<file path="src/greedy_box_nms_macros.svh">
// Assertion macros for the greedy box NMS block.
// Uses the clk and arst_n names of the module that includes it.
`ifndef GREEDY_BOX_NMS_MACROS_SVH
`define GREEDY_BOX_NMS_MACROS_SVH
`ifndef NO_ASSERTIONS
// Property that must hold at every clock edge out of reset
`define GBNMS_ALWAYS(lbl, cond) \
	lbl: assert property (@(posedge clk) disable iff (!arst_n) (cond)) \
		else $error("greedy_box_nms: check failed");
// Property that must hold in the cycle after a trigger
`define GBNMS_NEXT(lbl, pre, post) \
	lbl: assert property (@(posedge clk) disable iff (!arst_n) (pre) |=> (post)) \
		else $error("greedy_box_nms: check failed");
`else
`define GBNMS_ALWAYS(lbl, cond)
`define GBNMS_NEXT(lbl, pre, post)
`endif
`endif

</file>
<file path="src/gbnms_pkg.sv">
// Shared types and constants for the greedy box NMS block.
// No dependencies; used by gbnms_iou and greedy_box_nms.
package gbnms_pkg;

	localparam int MAX_KEPT   = 64;
	localparam int COORD_BITS = 16;
	localparam int IDX_W      = (MAX_KEPT > 1) ? $clog2(MAX_KEPT) : 1;
	localparam int CNT_W      = $clog2(MAX_KEPT + 1);

	localparam int LIM_W      = 16;
	localparam int IOU_FRAC   = 16;
	localparam int AREA_W     = 2 * COORD_BITS;
	localparam int UNI_W      = AREA_W + 1;
	localparam int LHS_W      = AREA_W + IOU_FRAC;
	localparam int PROD_W     = UNI_W + LIM_W;

	localparam int LABEL_W    = 10;
	localparam int TAG_W      = 16;
	localparam int FIELD_W    = 16;
	localparam int IN_DATA_W  = 96;
	localparam int OUT_DATA_W = 32;

	localparam logic [LIM_W-1:0] IOU_LIMIT_RST = 16'h8000;

	typedef struct packed {
		logic [COORD_BITS-1:0] bottom;
		logic [COORD_BITS-1:0] right;
		logic [COORD_BITS-1:0] top;
		logic [COORD_BITS-1:0] left;
	} box_t;

	typedef struct packed {
		logic valid;
		logic hit;
	} iou_res_t;

	typedef enum logic [1:0] {
		ST_IDLE,
		ST_SCAN,
		ST_DONE
	} state_t;

endpackage

</file>
<file path="src/gbnms_iou.sv">
// Pipelined IoU threshold test of one kept box against the current box.
// Depends on gbnms_pkg; five register stages, one pair accepted per cycle.
module gbnms_iou (
	input  logic                         clk,
	input  logic                         arst_n,
	input  logic                         in_valid,
	input  gbnms_pkg::box_t              kept_box,
	input  gbnms_pkg::box_t              cur_box,
	input  logic [gbnms_pkg::LIM_W-1:0]  iou_limit,
	output gbnms_pkg::iou_res_t          res
);

	localparam int CW = gbnms_pkg::COORD_BITS;
	localparam int AW = gbnms_pkg::AREA_W;
	localparam int UW = gbnms_pkg::UNI_W;
	localparam int LW = gbnms_pkg::LHS_W;
	localparam int PW = gbnms_pkg::PROD_W;

	function automatic logic [CW-1:0] ext_f(input logic [CW-1:0] lo, input logic [CW-1:0] hi);
		return (hi > lo) ? (hi - lo) : '0;
	endfunction

	logic [CW-1:0] x0, y0, x1, y1;

	logic          v_s1, v_s2, v_s3, v_s4;
	logic [CW-1:0] ax_s1, ay_s1, bx_s1, by_s1, ox_s1, oy_s1;
	logic [AW-1:0] area_a_s2, area_b_s2, ov_s2;
	logic [UW-1:0] uni_s3;
	logic [AW-1:0] ov_s3;
	logic [PW-1:0] rhs_s4;
	logic [LW-1:0] lhs_s4;
	logic          nz_s4;
	logic          hit_q, valid_q;

	// Intersection corners
	always_comb begin
		x0 = (kept_box.left > cur_box.left) ? kept_box.left : cur_box.left;
		y0 = (kept_box.top > cur_box.top) ? kept_box.top : cur_box.top;
		x1 = (kept_box.right < cur_box.right) ? kept_box.right : cur_box.right;
		y1 = (kept_box.bottom < cur_box.bottom) ? kept_box.bottom : cur_box.bottom;
	end

	// Advance valid flags
	always_ff @(posedge clk or negedge arst_n) begin
		if (!arst_n) begin
			v_s1    <= 1'b0;
			v_s2    <= 1'b0;
			v_s3    <= 1'b0;
			v_s4    <= 1'b0;
			valid_q <= 1'b0;
		end else begin
			v_s1    <= in_valid;
			v_s2    <= v_s1;
			v_s3    <= v_s2;
			v_s4    <= v_s3;
			valid_q <= v_s4;
		end
	end

	// Extents, areas, union, scaled products, final compare
	always_ff @(posedge clk) begin
		ax_s1     <= ext_f(kept_box.left, kept_box.right);
		ay_s1     <= ext_f(kept_box.top, kept_box.bottom);
		bx_s1     <= ext_f(cur_box.left, cur_box.right);
		by_s1     <= ext_f(cur_box.top, cur_box.bottom);
		ox_s1     <= ext_f(x0, x1);
		oy_s1     <= ext_f(y0, y1);

		area_a_s2 <= AW'(ax_s1) * AW'(ay_s1);
		area_b_s2 <= AW'(bx_s1) * AW'(by_s1);
		ov_s2     <= AW'(ox_s1) * AW'(oy_s1);

		uni_s3    <= UW'(area_a_s2) + UW'(area_b_s2) - UW'(ov_s2);
		ov_s3     <= ov_s2;

		rhs_s4    <= PW'(uni_s3) * PW'(iou_limit);
		lhs_s4    <= {ov_s3, {gbnms_pkg::IOU_FRAC{1'b0}}};
		nz_s4     <= (uni_s3 != '0) && (ov_s3 != '0);

		hit_q     <= nz_s4 && (PW'(lhs_s4) > rhs_s4);
	end

	assign res.valid = valid_q;
	assign res.hit   = hit_q;

endmodule

</file>
<file path="config.mk">
export PLATFORM = sky130hd
export DESIGN_NAME = gbnms_iou
export DESIGN_NICKNAME = d
export VERILOG_FILES = /design/src/greedy_box_nms_macros.svh /design/src/gbnms_pkg.sv /design/src/gbnms_iou.sv
export SDC_FILE = /design/constraint.sdc
export NUM_CORES = 2
export LEC_CHECK = 0
export BUFFER_PORTS_ARGS = -buffer_cell sky130_fd_sc_hd__clkbuf_2
export CORE_MARGIN = 2
export CORE_UTILIZATION = 29
export DETAILED_ROUTE_END_ITERATION = 16
export PLACE_DENSITY = 0.52
export SLEW_MARGIN = 0
export SYNTH_ARGS = -nofsm -noshare
export SYNTH_HDL_FRONTEND = slang
export SYNTH_SLANG_ARGS = --single-unit
export TNS_END_PERCENT = 5
</file>
<file path="constraint.sdc">
create_clock -name clk -period 7.5 [get_ports clk]
set_input_delay 1.5 -clock clk [delete_from_list [all_inputs] [get_ports clk]]
set_output_delay 1.5 -clock clk [all_outputs]
set_load 0.01 [all_outputs]
</file>
==> flow_summary.yaml <==
status:
  status: "finished, final reports clean"
floorplanning:
  start_util: 0.292
  rows: 167
  die-area_mm2: 0.212
  boundaryPins: 149
  die_y_um: 460
  coreArea_mm2: 0.207
  chipWidth_um: 460
global_route:
  track_usage: 0.168
  overflow: 0
  grt_pass1_wl_um: 282000
  grt_max_degree: 34
  grt_pass1_vias: 49700
  antenna_found_initial: 5
finish:
  fillers: 21900
  instances_no_fill: 9773
  fin_nets: 8893
  regArea_mm2: 0.00693
  drive_gt1_frac: 0.0624
  synthToLayoutAreaGrowth_pct: 9.89
  multi_input_area_mm2: 0.0469
cts:
  clkLatencyLatePin_ns: 0.61
  clk_pin_slew_ns: 0.08
  cts_buffers: 38
  cts_tree: "built"
  cts_resized: 0
  clock-root-buffer: "clkbuf_16"
  clockBufferDepth: 3
  cts_hold_buf: 0
  cts_sinks: 345
  cts_max_level: 2
  cts_setup_buffers: 0
hold_path:
  hold_depth: 0
  hold_path.class: "reg2reg"
  hold_start: "v_s1$_DFF_PN0_"
  min_to: "v_s2$_DFF_PN0_"
sta:
  rsz0062_at_grt: "no"
  slew_violations: 0
  tightestPinTransition_ns: 1.18
  period_minus_slack_ns: 6.94
  max_freq_mhz: 144
  finalHoldViolCount: 0
  fin_skew_ns: 0.0411
  fin_crit_sh: 0.925
  setup_viol: 0
  maxSlewHeadroom: 0.214
setup_path:
  setup.worst_path.end_class: "flop"
  r2r_slack_ns: 0.60
  r2r-start: "ay_s1[1]$_SDFF_PP0_"
  path_max_fanout: 25
  r2r_end: "area_a_s2[30]$_DFF_P_"
  crit_arrival_ns: 7.45
  r2r_cells: 21
  crit_type: "in2reg"
  worstPathRequired_ns: 8.00
  crit_path_start_kind: "input pin"
placed_design:
  globalplace.congestion: 0.911
  post-dp-hpwl_um: 146000
  numPortBuffers: 148
  placed_cells: 9702
drt:
  drcViolationCount: 0
  vias: 46300
  vias_per_cell: 4.74
  ant_nets: 0
  dr.first_iter.drc_count: 2797
  drt-total-wl_um: 175000
  drt_first_pass_iters: 6
  post_drt_wl_per_cell_um: 17.9
synthesis:
  synthesis.instances: 6928
  synth_top_family_by_area: "adder cells"
  synth_mux_area_frac: 0.00689
  synth-simple-area-share: 0.166
  syn_nets: 8783
  ys_seq_area_frac: 0.115
  yosys.area_share.adder: 0.485
  synth_seq_cells: 345
  synth_area_mm2: 0.0603
  synthXorXnorAreaFrac: 0.0273
  async_flop_share: 0.0145
  synthDistinctLibCells: 82
  synth_edf_count: 0
  synth_flop_cell: "dfxtp_1"
  yosysWarnings: 0
  synth_area_leaders: "fa_1 (35%), ha_1 (14%), dfxtp_1 (11%)"
  synth_area_leader_cell: "fa_1"
  synth_compound_area_frac: 0.0920
  avgSynthCellArea_um2: 8.71
  yosys.area.top_type_share: 0.349
job:
  maxCapViolCount: 0
cells in the final DEF (no fill, tap or decap), drive strengths merged, types with 9 or more instances in the layout:
| master | netlist | final |
|---|---|---|
| nor4 | 29 | 29 |
| clkbuf | 231 | 196 |
| and3 | 21 | 21 |
| o2111ai | 9 | 9 |
| mux2 | 28 | 28 |
| mux2i | 10 | 10 |
| dfxtp | 340 | 340 |
| a21oi | 239 | 239 |
| nand2 | 975 | 975 |
| nor2 | 200 | 200 |
| nand4 | 60 | 60 |
| xnor2 | 120 | 120 |
| o22ai | 16 | 16 |
| buf | 11 | 164 |
| o21ai | 153 | 153 |
| o211ai | 24 | 24 |
| and4 | 22 | 22 |
| inv | 1478 | 1487 |
| xor2 | 68 | 68 |
| o31ai | 19 | 19 |
| a31oi | 31 | 31 |
| nand3 | 50 | 50 |
| a21boi | 14 | 14 |
| and2 | 486 | 486 |
| a311oi | 18 | 18 |
| fa | 1052 | 1052 |
| a22o | 15 | 15 |
| nor3 | 106 | 106 |
| or2 | 13 | 13 |
| nor2b | 46 | 46 |
| nand2b | 29 | 29 |
| nor3b | 20 | 20 |
| o21bai | 30 | 30 |
| ha | 656 | 656 |
| a211oi | 45 | 45 |
| a21o | 111 | 111 |
| o21a | 46 | 46 |
flip-flops by register name, indices dropped and copies added (netlist names), 32 cells and up:
register and cells:
ov_s3 32, rhs_s4 49, area_a_s2 32, ov_s2 32
uni_s3 33, area_b_s2 32, lhs_s4 32
cells in the mapped netlist, types with 30 or more instances:
master and n:
nor3_1 106, and2_1 484, a31oi_1 31, fa_1 1052
clkbuf_1 231, nand3_1 50, o21a_1 46, xnor2_1 120
o21bai_1 30, inv_1 1478, nand4_1 60, nand2_1 975
dfxtp_1 340, nor2b_1 46, ha_1 656, xor2_1 68
nor2_1 200, o21ai_0 138, a211oi_1 44, a21oi_1 239
a21o_1 111
through the flow:
stage	setup TNS [ns]	instance area (µm²)	util	setup WS, ns	hold slack [ns]
5_1_grt	0	66300	0.320	0.261	0.351
3_3_place_gp	0	64900	0.314	0.0544	0.336
3_5_place_dp	-0.0126	64900	0.314	-0.0126	0.336
6_report	0	66300	0.320	0.559	0.347
4_1_cts	0	66300	0.320	0.571	0.350
2_1_floorplan	0	60300	-	0.315	0.331
worst max path at each step:
stage / to / slack (ns) / cells past startpoint / startpoint
finish: rhs_s4[42]$_DFF_P_ / 0.56 / 21 / iou_limit[1]
global route: area_a_s2[30]$_DFF_P_ / 0.26 / 20 / ay_s1[1]$_SDFF_PP0_
CTS: rhs_s4[42]$_DFF_P_ / 0.57 / 21 / iou_limit[1]
detailed placement: rhs_s4[42]$_DFF_P_ / -0.01 / 21 / iou_limit[1]
global placement: rhs_s4[44]$_DFF_P_ / 0.05 / 21 / iou_limit[7]
floorplan: rhs_s4[48]$_DFF_P_ / 0.31 / 22 / iou_limit[1]
layout make-up:
cell class | count | area share
antenna | 2 | 0.0000755
clock buffer | 48 | 0.0157
clock inverter | 21 | 0.00483
inverter | 1478 | 0.0837
multi-input combinational | 4863 | 0.708
sequential | 345 | 0.105
tap | 2704 | 0.0510
timing repair buffer | 312 | 0.0322
critical path: stages:
cell	delay (ns)
clkbuf_2	0.11
buf_12	0.19
nand2_1	0.10
fa_1	0.54
fa_1	0.51
fa_1	0.52
inv_1	0.06
fa_1	0.48
fa_1	0.56
inv_1	0.07
fa_1	0.48
inv_1	0.04
ha_1	0.33
a21oi_1	0.22
o21ai_0	0.16
nand3_1	0.12
a41o_1	0.23
a31oi_1	0.16
or4_1	0.59
and3_1	0.19
a311oi_1	0.26
per-layer routing:
metal | global-route usage | part of all wire | vias to the layer above
li1 | - | - | 21700
met1 | 0.239 | 0.48 | 23200
met2 | 0.274 | 0.45 | 1243
met3 | 0.0186 | 0.051 | 168
met4 | 0.0316 | 0.019 | 2
met5 | 0 | 0.000063 | -
logic make-up (layout without fill, tap and decap cells):
group | count (synthesis) | in the layout
XOR/XNOR | 188 | 188
adder cells (fa/ha/maj) | 1708 | 1708
flip-flops | 345 | 345
AO/OA/AOI/OAI | 844 | 844
other | 0 | 2
multiplexers | 38 | 38
AND/OR/NAND/NOR | 2085 | 2085
buffers and inverters | 1720 | 1859
Power is left out: the tool's default activity adds up to more than one toggle a clock period on the data nets, which glitch-free logic cannot reach.
